### config.mk
export PLATFORM = sky130hd
export DESIGN_NAME = pucsq_ufifo
export DESIGN_NICKNAME = d
export VERILOG_FILES = /design/src/rtl/pucsq_pkg.sv /design/src/rtl/pucsq_ufifo.sv
export SDC_FILE = /design/constraint.sdc
export NUM_CORES = 2
export LEC_CHECK = 0
export BUFFER_PORTS_ARGS = -buffer_cell sky130_fd_sc_hd__buf_2
export CORE_MARGIN = 3
export CORE_UTILIZATION = 35
export CTS_CLUSTER_DIAMETER = 30
export CTS_CLUSTER_SIZE = 16
export DETAILED_ROUTE_END_ITERATION = 16
export PLACE_DENSITY = 0.5
export REMOVE_ABC_BUFFERS = 1
export SLEW_MARGIN = 10
export SYNTH_ARGS = -nofsm -noshare
export SYNTH_HDL_FRONTEND = slang
export SYNTH_SLANG_ARGS = --single-unit
### constraint.sdc
create_clock -name clock -period 2.7 [get_ports clock]
set_input_delay 0.405 -clock clock [delete_from_list [all_inputs] [get_ports clock]]
set_output_delay 0.405 -clock clock [all_outputs]
set_load 0.03 [all_outputs]
### src/rtl/pucsq_pkg.sv
package pucsq_pkg;

   localparam int NUM_CLASSES_DEF   = 8;
   localparam int URGENT_DEPTH_DEF  = 16;
   localparam int REGULAR_DEPTH_DEF = 16;

   localparam int HANDLE_W = 16;
   localparam int YEAR_W   = 16;
   localparam int ENTRY_W  = YEAR_W + HANDLE_W;
   localparam int COUNT_W  = 6;
   localparam int COUNT_MAX = (1 << COUNT_W) - 1;

   localparam logic OP_ENQUEUE = 1'b0;
   localparam logic OP_DEQUEUE = 1'b1;

   localparam logic [1:0] STATUS_OK    = 2'd0;
   localparam logic [1:0] STATUS_FULL  = 2'd1;
   localparam logic [1:0] STATUS_EMPTY = 2'd2;

   typedef struct packed {
      logic                opcode;
      logic [2:0]          class_id;
      logic                urgent;
      logic [HANDLE_W-1:0] patient_handle;
      logic [YEAR_W-1:0]   seniority_year;
   } req_type;

   typedef struct packed {
      logic [HANDLE_W-1:0] served_handle;
      logic                served_urgent;
      logic [1:0]          status;
      logic [COUNT_W-1:0]  waiting_count;
   } rsp_type;

   // Control shared by every cell of the regular queue row.
   typedef struct packed {
      logic               insert;
      logic               wr_en;
      logic [ENTRY_W-1:0] new_entry;
   } cell_ctl_type;

endpackage

### src/rtl/pucsq_ufifo.sv
module pucsq_ufifo #(
   parameter int NUM_CLASSES  = pucsq_pkg::NUM_CLASSES_DEF,
   parameter int URGENT_DEPTH = pucsq_pkg::URGENT_DEPTH_DEF,
   localparam int AW = (NUM_CLASSES * URGENT_DEPTH > 1) ?
                       $clog2(NUM_CLASSES * URGENT_DEPTH) : 1
) (
   input  logic                            clock,
   input  logic [AW-1:0]                   rd_addr,
   input  logic                            wr_en,
   input  logic [AW-1:0]                   wr_addr,
   input  logic [pucsq_pkg::HANDLE_W-1:0]  wr_data,
   output logic [pucsq_pkg::HANDLE_W-1:0]  rd_data
);

   logic [pucsq_pkg::HANDLE_W-1:0] mem_ff [NUM_CLASSES * URGENT_DEPTH];
   logic [pucsq_pkg::HANDLE_W-1:0] rd_ff;

   assign rd_data = rd_ff;

   always_ff @(posedge clock) begin
      rd_ff <= mem_ff[rd_addr];
      if (wr_en) begin
         mem_ff[wr_addr] <= wr_data;
      end
   end

endmodule

---- Word-level counts from Yosys, hierarchy flattened ----
Memory sizes are Yosys's and may differ from the RTL's. A register that Yosys moved wholly into a read port is not among the register bits.
Index checks and enable logic that the tools add are counted.
Widths: inputs -> output; s select.
storage, ports and cells
  bits in writable memories ............... 2048
  register bits after elaboration ......... 0
  memories ................................ 1
  output and inout port bits .............. 16
memory list
  name    depth  width  rd ports  clocked after memory_dff  wr ports  RTL line           RTL
  mem_ff  128    16     1         1                         1         pucsq_ufifo.sv:15  logic [pucsq_pkg::HANDLE_W-1:0] mem_ff [NUM_CLASSES * URGENT_DEPTH];
cells by class
  muxes and demuxes ....................... 2
operators by type and width
  kind    count
  $mux 1  2

---- Logic depth before layout (Yosys ltp) ----
  depth in word-level cells ............... 2
  depth in mapped cells ................... 7
  mapped depth without buffers ............ 4

---- Least setup slack after synthesis ----
Ideal clock, no wire load.
  path type ............................... input port to flip-flop
  start point ............................. input rd_addr[0]
  end point ............................... register rd_ff (netlist bit rd_data[0]) (read register of mem_ff)
  setup slack ............................. -0.200 ns
  library setup time ...................... 0.121 ns
  arrival ................................. 2.779 ns
  buffers on the path ..................... 2
  stages .................................. 6
  path through ............................ buf_2 > buf_1 > mux4_2 > mux4_2 > mux4_2 > mux2_2
RTL lines
  element      RTL line           RTL
  from (decl)  pucsq_ufifo.sv:8   input logic [AW-1:0] rd_addr,
  to (decl)    pucsq_ufifo.sv:16  logic [pucsq_pkg::HANDLE_W-1:0] rd_ff;

==> metrics.yaml <==
timing:
  rsz0062_at_grt: "false"
  fin_skew_ps: 56.64
  final.period_utilization_pct: 93.13
  slew_headroom_pct: 42.13
  finalWorstSetupSlack_ps: 185.6
  slew_violations: 0
  finalHoldViolCount: 0
  fmax_mhz: 397.7
  tightest_slew_ps: 868.1
  fin_crit_ps: 2514
  setup_viol: 0
logic_synthesis:
  synth-main-ff-cell: "edfxtp_1"
  yosys_warnings: 0
  syn_area_um2: 78520
  synth_common_cells: "edfxtp_1, mux4_2, nor2_1"
  ys_ff_latch: 2064
  async_reset_ff_share_pct: 0
  seq_area_frac_synth_pct: 78.73
  synth.area.top_cells: "edfxtp_1, mux4_2, nor2_1"
  ys_types: 17
  synth_edf_count: 2048
  syn_area_per_cell_um2: 25.44
  synth.top_cell.area_share_pct: 78.32
  synth_top_area_cell: "edfxtp_1"
  syn_inst: 3086
  synth.most_common_cell: "edfxtp_1"
worst_setup_path:
  cp_data_required_time_ps: 3520
  timing.rr.end: "rd_data[7]"
  path_depth: 4
  path_max_fanout: 1
  ff2ff_path_depth: 4
  crit_path_end: "rd_data[7]"
  reg2reg_from: "mem_ff[109][7]"
  arrival_ps: 3340
  crit_type: "reg -> reg"
  path_cells: "mux4_2, mux4_2, mux4_2, mux2_2"
  reg2reg_slack_ps: 190
  endpoint_kind: "flop"
  slowest_stage: "mux4_2"
  crit_path_frequent_cell: "mux4_2"
  critical_path_buf_inv_count: 0
  slowest_delay_ps: 640
  crit_family: "multiplexers"
  crit_path_start_kind: "flop"
  crit_start: "mem_ff[109][7]"
power_and_ir_drop:
  total_power_mw: 92.42
  p_leak_nw: 32.90
  cellPowerDensity_nw_per_um2: 909.6
  peakVddDrop_uv: 657.2
floorplan:
  die-area_um2: 230100
  die_y_um: 479.7
  die_x_um: 479.7
  fp.coreArea_um2: 222700
  start_util_pct: 35.25
  rows: 173
  ioPinCount: 48
grt:
  gr-usage-met3_pct: 3.557
  grtUsageMet1_pct: 25.82
  grt_overflow_total: 0
  grt.met2_usage_pct: 30.39
  grt_usage_pct: 18.78
  grt_pass1_wl_um: 305600
  grt_max_degree: 81
  grt_pass1_vias: 39750
  grt_antenna_before_repair: 21
  grt_busiest_layer: "met2"
detailed_routing:
  wire_per_inst_um: 30.01
  drt_iter0_markers: 3582
  remaining_drc_errors: 0
  vias_per_cell: 5.235
  wirelength_um: 215100
  vias: 37520
  postRouteAntennaNets: 0
  drt_pass1_iterations: 5
finish:
  utilization_pct: 45.62
  nFillCells: 18360
  syn2layout_area_growth_pct: 29.40
  layout-drive-gt1-share_pct: 46.27
  fin_nets: 3864
  final_cell_count_no_fill: 7168
clock_tree:
  clk_path_buf_depth: 4
  hold_buffers: 16
  clock_sinks: 2064
  cts_tree: "built"
  cts_buffers: 440
  cts_max_level: 5
  clock_latency_ps: 950
  post_cts_buffers: 0
  clkTransAtPathRegs_ps: 50
  ctsResizeCount: 0
  root_buffer: "clkbuf_16"
placed_design:
  io_buffers: 47
  place_ws_ps: -748.3
  place_inst: 6349
  dp_hpwl_um: 128600
  gp_congestion: 0.7784
hold_path:
  hp-class: "in -> reg"
run_status:
  status: "finished clean"
job:
  drv_cap: 0
==> registers in the layout, indices dropped and copies added (netlist names) <==
signal	count
mem_ff	2048
rd_data	16
==> power breakdown <==
group	switching, mW	internal [mW]
Clock	16.8	36.2
Combinational	2.20	1.62
Sequential	0.0999	35.5
Total	19.1	73.3
==> cell type report <==
cell class / instances / area (um^2) / area share [%]
clock buffer: 483 / 11260 / 11.08
multi-input combinational: 858 / 16300 / 16.04
sequential: 2064 / 61820 / 60.84
clock inverter: 307 / 3491 / 3.436
tap: 2975 / 3722 / 3.663
antenna: 13 / 32.53 / 0.03202
timing repair buffer: 468 / 4991 / 4.912
==> layout by cell type, fill, tap and decap left out, drive strengths merged <==
| cell | n |
|---|---|
| bufinv | 68 |
| nand3 | 12 |
| nor2b | 7 |
| clkinvlp | 51 |
| inv | 16 |
| nor2 | 122 |
| nor3 | 9 |
| diode | 13 |
| buf | 451 |
| mux4 | 672 |
| nand2 | 14 |
| clkinv | 172 |
| edfxtp | 2048 |
| nand2b | 2 |
| clkbuf | 484 |
| or3 | 1 |
| dfxtp | 16 |
| mux2 | 16 |
| dlygate4sd3 | 16 |
| nand4 | 3 |
==> logic make-up (layout without fill, tap and decap cells) <==
family / Yosys count / count (layout) / synth area share, %
DFF: 2064 / 2064 / 78.73
muxes: 688 / 688 / 19.50
other: 0 / 13 / 0
and+or+nand+nor: 170 / 170 / 0.8875
buffers and inverters: 164 / 1258 / 0.8812
==> how the worst min path moves through the flow <==
stage / start / to / slack [ps] / cells after the start
after global routing: rd_addr[5] / rd_data[4] / 80 / 2
after floorplan: wr_data[0] / mem_ff[0][0] / 500 / 0
after global placement: wr_data[1] / mem_ff[118][1] / 840 / 1
final: wr_data[10] / mem_ff[99][10] / 120 / 1
after detailed placement: wr_data[1] / mem_ff[118][1] / 850 / 1
after CTS: wr_data[10] / mem_ff[114][10] / 30 / 1
==> through the flow <==
| stage | area (um^2) | hold WS [ps] | TNS (ps) |
|---|---|---|---|
| finish | 101600 | 116.4 | 0 |
| global route | 101600 | 84.98 | 0 |
| CTS | 101600 | 31.97 | 0 |
| detailed placement | 86670 | 854.5 | -10180 |
| global placement | 86670 | 844.6 | -10160 |
| floorplan | 77830 | 503.9 | 0 |
==> metal layers <==
| layer | share of wire (%) | vias up | wire [um] |
|---|---|---|---|
| met5 | 0.0088 | - | 19 |
| met2 | 49 | 1333 | 105800 |
| met3 | 6.0 | 330 | 12980 |
| met4 | 2.6 | 4 | 5636 |
| li1 | - | 15210 | - |
| met1 | 42 | 20650 | 90640 |
Note: power is estimated with default switching activity, not from simulation.
