### src/rtl/pucsq_pkg.sv
package pucsq_pkg;

   localparam int NUM_CLASSES_DEF   = 8;
   localparam int URGENT_DEPTH_DEF  = 16;
   localparam int REGULAR_DEPTH_DEF = 16;

   localparam int HANDLE_W = 16;
   localparam int YEAR_W   = 16;
   localparam int ENTRY_W  = YEAR_W + HANDLE_W;
   localparam int COUNT_W  = 6;
   localparam int COUNT_MAX = (1 << COUNT_W) - 1;

   localparam logic OP_ENQUEUE = 1'b0;
   localparam logic OP_DEQUEUE = 1'b1;

   localparam logic [1:0] STATUS_OK    = 2'd0;
   localparam logic [1:0] STATUS_FULL  = 2'd1;
   localparam logic [1:0] STATUS_EMPTY = 2'd2;

   typedef struct packed {
      logic                opcode;
      logic [2:0]          class_id;
      logic                urgent;
      logic [HANDLE_W-1:0] patient_handle;
      logic [YEAR_W-1:0]   seniority_year;
   } req_type;

   typedef struct packed {
      logic [HANDLE_W-1:0] served_handle;
      logic                served_urgent;
      logic [1:0]          status;
      logic [COUNT_W-1:0]  waiting_count;
   } rsp_type;

   // Control shared by every cell of the regular queue row.
   typedef struct packed {
      logic               insert;
      logic               wr_en;
      logic [ENTRY_W-1:0] new_entry;
   } cell_ctl_type;

endpackage

### src/rtl/pucsq_cell.sv
module pucsq_cell #(
   parameter int NUM_CLASSES   = pucsq_pkg::NUM_CLASSES_DEF,
   parameter int REGULAR_DEPTH = pucsq_pkg::REGULAR_DEPTH_DEF,
   parameter int POSITION      = 0,
   localparam int CW  = (NUM_CLASSES > 1) ? $clog2(NUM_CLASSES) : 1,
   localparam int RFW = $clog2(REGULAR_DEPTH + 1)
) (
   input  logic                               clock,
   input  pucsq_pkg::cell_ctl_type            ctl,
   input  logic [CW-1:0]                      addr,
   input  logic [RFW-1:0]                     fill,
   input  logic [pucsq_pkg::ENTRY_W-1:0]      left_data,
   input  logic                               left_keep,
   input  logic [pucsq_pkg::ENTRY_W-1:0]      right_data,
   output logic [pucsq_pkg::ENTRY_W-1:0]      data,
   output logic                               keep
);

   logic [pucsq_pkg::ENTRY_W-1:0] mem_ff [NUM_CLASSES];
   logic [pucsq_pkg::ENTRY_W-1:0] rd_ff;
   logic [pucsq_pkg::ENTRY_W-1:0] next_in;

   assign data = rd_ff;

   // An occupied entry whose year does not exceed the new year stays put.
   assign keep = (RFW'(POSITION) < fill) &&
                 (rd_ff[pucsq_pkg::ENTRY_W-1:pucsq_pkg::HANDLE_W] <=
                  ctl.new_entry[pucsq_pkg::ENTRY_W-1:pucsq_pkg::HANDLE_W]);

   always_comb begin
      if (!ctl.insert) begin
         next_in = right_data;
      end else if (keep) begin
         next_in = rd_ff;
      end else if (left_keep) begin
         next_in = ctl.new_entry;
      end else begin
         next_in = left_data;
      end
   end

   always_ff @(posedge clock) begin
      rd_ff <= mem_ff[addr];
      if (ctl.wr_en) begin
         mem_ff[addr] <= next_in;
      end
   end

endmodule

### config.mk
export PLATFORM = sky130hd
export DESIGN_NAME = pucsq_cell
export DESIGN_NICKNAME = d
export VERILOG_FILES = /design/src/rtl/pucsq_pkg.sv /design/src/rtl/pucsq_cell.sv
export SDC_FILE = /design/constraint.sdc
export NUM_CORES = 1
export LEC_CHECK = 0
export CAP_MARGIN = 10
export CORE_MARGIN = 2
export CORE_UTILIZATION = 35
export DETAILED_ROUTE_END_ITERATION = 7
export DONT_BUFFER_PORTS = 1
export HOLD_SLACK_MARGIN = 0.15
export PLACE_DENSITY = 0.54
export SYNTH_ARGS = -nofsm -noshare
export SYNTH_HDL_FRONTEND = slang
export SYNTH_SLANG_ARGS = --single-unit
### constraint.sdc
create_clock -name clock -period 5.3 [get_ports clock]
set_clock_uncertainty 0.2 [all_clocks]
set_input_delay 0 -clock clock [delete_from_list [all_inputs] [get_ports clock]]
set_output_delay 0 -clock clock [all_outputs]
set_load 0.01 [all_outputs]
After elaboration in Yosys (flattened, before gate mapping)

Memories as Yosys holds them, arrays and structs flattened. A register that Yosys moved wholly into a read port is not among the register bits.
Cells that the tools add are included.

$lt $le $gt $ge: 2
Reduce and logical (&&, ||, !) cells: 1
Muxes and demuxes: 5

Operator list:

| kind                                               | count |
|---|---|
| 2-to-1 mux 32 bit                                  | 3 |
| less-or-equal comparator 16 bit                    | 1 |
| < comparator 1 x 5 -> 1 bit (first input constant) | 1 |
| 2-to-1 mux 1 bit                                   | 2 |
| logical AND 1 bit                                  | 1 |

Memory bits (writable): 256
Bits in registers: 0
Output and inout bits: 33
Bits of input ports: 108
Memories: 1
Word-level logic and storage cells: 9

Memories:

| name   | words | bits a word | rd ports | clocked after Yosys merged registers in | wr ports | line             | RTL |
|---|---|---|---|---|---|---|---|
| mem_ff | 8     | 32          | 1        | 1                                       | 1        | pucsq_cell.sv:19 | `logic [pucsq_pkg::ENTRY_W-1:0] mem_ff [NUM_CLASSES];` |

Depth between registers and ports, before layout

Gate-level depths: netlist of run 1.

Depth in word-level cells: 4
Gate-level depth with buffers: 10
Depth with buffers taken out: 7

Least setup slack after synthesis of run 1

No wires, ideal clock.

Path type: input to register
Start point: input port addr[2]
End point: memory mem_ff[6][0] (netlist name) (enable)
Library setup time: 0.468 ns
Data required time: 4.632 ns
Buffers on the path: 3
Cell stages on the path: 5
Slack: 1.222 ns
Arrival: 3.410 ns
Path through: clkbuf_1 buf_1 nand2_1 clkbuf_1 nor3b_1

RTL lines:

| element     | line             | RTL |
|---|---|---|
| from (decl) | pucsq_cell.sv:10 | `input logic [CW-1:0] addr,` |
| to (decl)   | pucsq_cell.sv:19 |  |

No word-level cell before the write port.

Worst setup path after layout of run 1

Start point: register rd_ff, in the netlist data[29], read port of mem_ff
End point: memory mem_ff[6][20] (netlist name), data pin

Word-level cells in the longest chain between the ends: 4

Ends and longest elaborated chain:

| element                         | line             | RTL |
|---|---|---|
| from (decl)                     | pucsq_cell.sv:20 | `logic [pucsq_pkg::ENTRY_W-1:0] rd_ff;` |
| less-or-equal comparator 16 bit | pucsq_cell.sv:27 | `(rd_ff[pucsq_pkg::ENTRY_W-1:pucsq_pkg::HANDLE_W] <=` |
| logical AND 1 bit               | pucsq_cell.sv:26 | `assign keep = (RFW'(POSITION) < fill) &&` |
| 2-to-1 mux 32 bit               | pucsq_cell.sv:33 | `end else if (keep) begin` |
| 2-to-1 mux 32 bit               | pucsq_cell.sv:31 | `if (!ctl.insert) begin` |
| named net next_in, one bit      | pucsq_cell.sv:21 | `logic [pucsq_pkg::ENTRY_W-1:0] next_in;` |

The timed path passes the listed nets, and every way through them passes these cells.

==> results of run 1 <==
[area by class of cell]
class                   count  area share
clock inverters            11     0.00747
diodes                      1    0.000164
repair buffers            106      0.0720
clock buffers              45      0.0562
inverters                  19     0.00468
flip-flops and latches    288       0.546
well taps                 468      0.0384
multi-input cells         585       0.275
[repair_timing]
| item | 4_1_cts | 5_1_grt |
|---|---|---|
| buffers inserted | 0 | 0 |
| hold buffers | 86 | 0 |
| endpoints found under the hold margin | 504 | 0 |
[registers in the layout (all words and copies together), names as in the netlist]
register,flops
data,32
mem_ff,256
[report_power, final]
part           internal (W)  leakage (nW)  switching (W)
Sequential          0.00261          2.61      0.0000637
Combinational      0.000228          2.17       0.000352
Clock               0.00121         0.479       0.000841
Total               0.00405          5.25        0.00126
[per-stage QoR]
stage	setup WS, ps	total power [W]	area (µm²)	utilization
floorplan	1220	0.00304	13000	-
global placement	1990	0.00313	13300	0.364
detailed placement	1790	0.00314	13300	0.364
CTS	1130	0.00533	15200	0.416
global route	898	0.00548	15200	0.416
finish	1060	0.00531	15200	0.416
[tightest hold or removal path, delay by kind of cell]
family	cells	cell delay (ps)
simple gates	1	230
compound gates	3	520
[per-layer routing]
| metal | wire (µm) | share of wire | global-route usage | vias up |
|---|---|---|---|---|
| met1 | 17000 | 0.45 | 0.269 | 4333 |
| met4 | 792 | 0.021 | 0.0434 | 2 |
| li1 | - | - | - | 3949 |
| met5 | 8 | 0.00021 | 0 | - |
| met2 | 16800 | 0.44 | 0.298 | 354 |
| met3 | 3500 | 0.092 | 0.0561 | 52 |
[path summary, 6_finish.rpt]
path | end | depth (start not counted) | from
worst max-delay path | mem_ff[6][20]$_DFFE_PP_ | 8 | data[29]$_DFF_P_
worst min register to register | data[26]$_DFF_P_ | 2 | mem_ff[5][26]$_DFFE_PP_
worst max register to register | mem_ff[6][20]$_DFFE_PP_ | 8 | data[29]$_DFF_P_
worst min-delay path | mem_ff[3][9]$_DFFE_PP_ | 4 | left_data[9]
[kinds of logic (layout without fill, tap and decap cells)]
kind of cell | Yosys count | in the layout | share of synthesized area
DFF | 288 | 288 | 0.641
muxes | 84 | 84 | 0.0710
buffers and inverters | 110 | 181 | 0.0393
adders and majority gates | 16 | 16 | 0.0154
AOI/OAI and AO/OA | 260 | 260 | 0.137
other | 0 | 1 | 0
and+or+nand+nor | 225 | 225 | 0.0956
[cells in the mapped netlist, types with 2 or more instances]
cell           count
o211ai_1          33
mux2_2            45
o21ai_1            9
o221ai_1           5
mux2i_1           37
edfxtp_1         256
a211o_1            2
buf_6              3
buf_8              3
o22a_1            14
buf_1              8
o21ai_0            8
clkbuf_1          61
a21oi_1           51
and2_1             4
nand3_1           34
buf_2              9
inv_1             19
or4_1             32
a22o_1             2
o22ai_1           10
nand2b_1          32
nor2_1            31
buf_4              4
and3_1             2
nand2_1           46
o31ai_1           33
ha_1              16
nor2b_1           36
dfxtp_1           32
a221o_1            2
a22oi_1           29
dlygate4sd1_1      3
a31oi_1           39
a221oi_1          20
mux4_2             2
==> flow_summary.ini, run 1 <==
[route]
ant_nets = 0
wl_per_cell_um = 25.0
vias = 8690
routed_wl_um = 38000
vias_per_cell = 5.71
drt-initial-drc-count = 737
drc_errors = 0
firstDrtPassIters = 5

[synth]
ys_types = 47
post-synth-top-area-cell = edfxtp_1
avgSynthCellArea_um2 = 13.2
async_flop_share = 0
ys_dominant_reg_cell = edfxtp_1
yosys_warnings = 0
synth.top_cell.area_share = 0.592
ys_seq_area_frac = 0.641
synth_edf_count = 256
synth_fp_nets = 1107
synthTopCellsByArea = edfxtp_1 (59%), dfxtp_1 (4.9%), mux2_2 (3.9%), mux2i_1 (2.9%), a21oi_1 (2.0%)
netlist_area_um2 = 13000
syn_inst = 983
synth-seq-cells = 288

[cts]
cts_buffers = 30
htree_levels = 1
cts_tree = built
clock_path_buffers = 3
clock_latency_ps = 570
cts-resized-gates = 0
cts-root-buf = clkbuf_16
clock_sinks = 288
clk_pin_slew_ps = 60

[flow_run]
cap_violations = 0

[critical_path]
critPathMaxStageDelay_ps = 840
arrival_ps = 4390
critical_path_class = flop to flop
path_cells = ha_1 > nand4_2 > nor4_4 > and2_2 > a31oi_1 > dlygate4sd3_1 > nand3_1 > dlygate4sd3_1
cp.required_ps = 5450
crit_family = simple AND/OR/NAND/NOR gates
cp_max_fo = 32
cp-end-kind = flop
reg2reg_slack_ps = 1060
path_common_cell = dlygate4sd3_1
slowest_stage = and2_2
cp-start-kind = flop
crit_buf_inv = 2

[place]
dpl.cell_count = 1380
dp_hpwl_um = 21300
port_buffers = 0
gp_congestion = 0.748

[timing]
setup_tns_ps = 0
tightest_slew_ps = 1240
final_max_slew_viol_count = 0
finalHoldViolCount = 0
max_slew_margin = 0.176
finalSetupViolations = 0
hold_ws_ps = 175
rsz0062_at_grt = no
period_share = 0.800
clock.fmax_mhz = 236
min_period_ps = 4240

[cells_and_area]
layout_commonest_cell = edfxtp_1
instances_no_fill = 1523
fillers = 3385
drive_above_1_share = 0.121
most-common-layout-cells = edfxtp_1 (256), dlygate4sd3_1 (81), a21oi_1 (51)
ff_latch_area_um2 = 8330
num-nets-final = 1154
area_growth_syn_to_layout_pct = 17.4
multiInputGateArea_um2 = 4190

[global_routing]
antenna_found_initial = 3
grt.overflow.total = 0
grt_max_degree = 129
first_global_vias = 8313
grt_pass1_wl_um = 55000
grt.total_usage = 0.193

[die]
num_rows = 70
ioPinCount = 141
dieArea_um2 = 38700
die_w_um = 197
fp.dieH_um = 197
initial_utilization = 0.355
coreArea_um2 = 36600

[min_path]
min_path_type = input pin to flop

[power_and_ir_drop]
p_leak_nw = 5.25
peakVddDrop_mv = 0.238
power_density_nw_per_um2 = 348

[run_status]
run_status = finished, final reports clean
Note: power is estimated with default switching activity, not from simulation.
==> run 2, diff against run 1 <==
--- a/config.mk
+++ b/config.mk
@@ -5,6 +5,7 @@
 export SDC_FILE = /design/constraint.sdc
 export NUM_CORES = 1
 export LEC_CHECK = 0
+export ABC_AREA = 1
 export CAP_MARGIN = 10
 export CORE_MARGIN = 2
 export CORE_UTILIZATION = 35
==> constraint.sdc (replaced) <==
create_clock -name clock -period 4 [get_ports clock]
set_clock_uncertainty 0.2 [all_clocks]
set_input_delay 0 -clock clock [delete_from_list [all_inputs] [get_ports clock]]
set_output_delay 0 -clock clock [all_outputs]
set_load 0.01 [all_outputs]
==> run 2 against run 1 <==
Effect of this change: via count is 8.6% lower; clock power is 47% higher; cell area is 6.8% lower; critical path depth is 7 higher; wire length fell by 12%; global-route usage is 0.49 points lower; final cell count barely moved; combinational power grew 26%; largest power group unchanged.
==> flow_summary.ini, run 2 <==
[run_status]
run_status = finished, final reports clean

[synth]
synth.top_cell.area_share = 0.652
synthTopCellsByArea = edfxtp_1 (65%), dfxtp_1 (5.4%), nand2_1 (4.6%), nor2_1 (4.6%), o21ai_0 (2.8%)
synth.most_common_cell = edfxtp_1
yosys_warnings = 0
post-synth-top-area-cell = edfxtp_1
ys_types = 31
avgSynthCellArea_um2 = 12.0
ys_seq_area_frac = 0.706
ys_dominant_reg_cell = edfxtp_1
syn_inst = 984
synth-adder-area-share = 0.0170
netlist_area_um2 = 11800
async_flop_share = 0
muxShareOfSynthArea = 0.0144
synth-seq-cells = 288
synth_commonest_cells = edfxtp_1 (256), nand2_1 (146), nor2_1 (145)
yosys.area_share.simple = 0.134
synth_edf_count = 256
synth_compound_area_frac = 0.0870
yosys.area_share.xor_xnor = 0
synth_fp_nets = 1108
synth_top_family_by_area = simple AND/OR/NAND/NOR gates

[route]
drc_errors = 0
vias = 7939
ant_nets = 0
firstDrtPassIters = 5
routed_wl_um = 33600
wl_per_cell_um = 22.1
vias_per_cell = 5.21
drt-initial-drc-count = 642

[critical_path]
cp_max_fo = 33
path_cells = ha_1 > nand2_1 > inv_1 > nand2_1 > nand2_1 > nand2_1 > nand2_1 > nand2_1 > nand2_1 > nand2_4 > nand2_8 > nand2_1 > nand3_1 > nand2_1 > dlygate4sd3_1
cp.required_ps = 4140
cp-end-kind = flop
slowest_stage = dlygate4sd3_1
critPathMaxStageDelay_ps = 720
arrival_ps = 3870
path_common_cell = nand2_1
cp-start-kind = flop
critical_path_class = flop to flop

[min_path]
min_path_type = input pin to flop

[place]
dp_hpwl_um = 18200
gp_congestion = 0.748
port_buffers = 0
dpl.cell_count = 1390

[timing]
tightest_slew_ps = 1010
rsz0062_at_grt = no
clock.fmax_mhz = 268
setup_tns_ps = 0
finalHoldViolCount = 0
final_max_slew_viol_count = 0
max_slew_margin = 0.324
period_share = 0.932
min_period_ps = 3730
finalSetupViolations = 0

[cts]
cts-root-buf = clkbuf_16
clk_pin_slew_ps = 70
clock_latency_ps = 550
htree_levels = 1
clock_sinks = 288
clock_path_buffers = 3
cts_tree = built
cts_buffers = 30
post_cts_buffers = 0

[cells_and_area]
top_register = mem_ff
drive_above_1_share = 0.0874
largest_reg_flops = 256
antenna_cells_inserted = 0
final_util = 0.426
fillers = 3181
num-nets-final = 1176
instances_no_fill = 1524
most-common-layout-cells = edfxtp_1 (256), nand2_1 (144), nor2_1 (134)
layout_commonest_cell = edfxtp_1
area_growth_syn_to_layout_pct = 20.4

[global_routing]
grt.total_usage = 0.188
antenna_found_initial = 1
use_met2 = 0.325
first_global_vias = 7600
grt_max_degree = 100
met1_usage = 0.252
grt.overflow.total = 0
top_usage_layer = met2
grt_pass1_wl_um = 49400
grt_use_met3 = 0.0290

[die]
fp.dieH_um = 188
num_rows = 67
coreArea_um2 = 33400
die_w_um = 188
ioPinCount = 141
initial_utilization = 0.354
dieArea_um2 = 35200

[power_and_ir_drop]
power_w = 0.00728
p_leak_nw = 5.10
peakVddDrop_mv = 0.355
power_density_nw_per_um2 = 512

[flow_run]
cap_violations = 0
## run 2: cell count changes after synthesis, moves of 33 or more
cell,change
nand2_1,+100
a31oi_1,-39
nor2_1,+114
inv_1,+33
mux2_2,-45
o21ai_0,+59
a21oi_1,-33
o31ai_1,-33
nor2b_1,-36
## run 2: worst max-delay path: cells and delay by family, from the launching register on
kind                       cells  cell delay (ps)
and+or+nand+nor               12             1640
DFF                            1              540
adders and majority gates      1              320
buffers and inverters          2              770
## run 2: layout make-up
class | instances | area, µm² | share of cell area
Inverter | 60 | 225 | 0.0159
Timing Repair Buffer | 93 | 931 | 0.0655
Clock buffer | 36 | 825 | 0.0580
Clock inverter | 20 | 268 | 0.0188
Tap cell | 448 | 561 | 0.0395
Sequential cell | 288 | 8330 | 0.586
Multi-Input combinational cell | 579 | 3070 | 0.216
## run 2: timing repair
item                                    CTS  global route
endpoints found under the setup margin    0           227
hold buffers                             78             0
hold endpoints to repair                486             0
gates resized for setup                   0             1
## run 2: where the power goes
group,switching [W],leakage [nW],internal [W]
logic,0.000480,1.97,0.000251
clock network,0.00115,0.524,0.00186
registers,0.0000740,2.60,0.00346
total,0.00171,5.10,0.00557
## run 2: path summary, 6_finish.rpt
path                            from                     end  slack, ps  depth (start not counted)
max                 data[19]$_DFF_P_  mem_ff[0][1]$_DFFE_PP_        270                         15
min                          ctl[33]  mem_ff[6][9]$_DFFE_PP_        210                          3
max reg2reg         data[19]$_DFF_P_  mem_ff[0][1]$_DFFE_PP_        270                         15
min reg2reg  mem_ff[1][31]$_DFFE_PP_        data[31]$_DFF_P_        270                          2
## run 2: through the flow
step	hold WS, ps	instance area, µm²	worst slack [ps]
after floorplan	101	11800	1270
after global placement	23.6	12300	798
after detailed placement	29.5	12300	833
after CTS	177	14200	240
after global routing	203	14200	57.8
final	208	14200	271
## run 2: logic make-up (layout without fill, tap and decap cells)
family / count (synthesis) / after routing
flops: 288 / 288
simple gates: 383 / 383
compound gates: 163 / 163
buf+inv: 117 / 209
fa+ha+maj: 16 / 16
mux: 17 / 17
## run 2: routing by layer
metal | vias up | share of wire | wire length, µm
met3 | 35 | 0.056 | 1880
li1 | 3681 | - | -
met4 | 2 | 0.014 | 463
met1 | 3962 | 0.43 | 14600
met5 | - | 0.00027 | 9
met2 | 259 | 0.50 | 16700
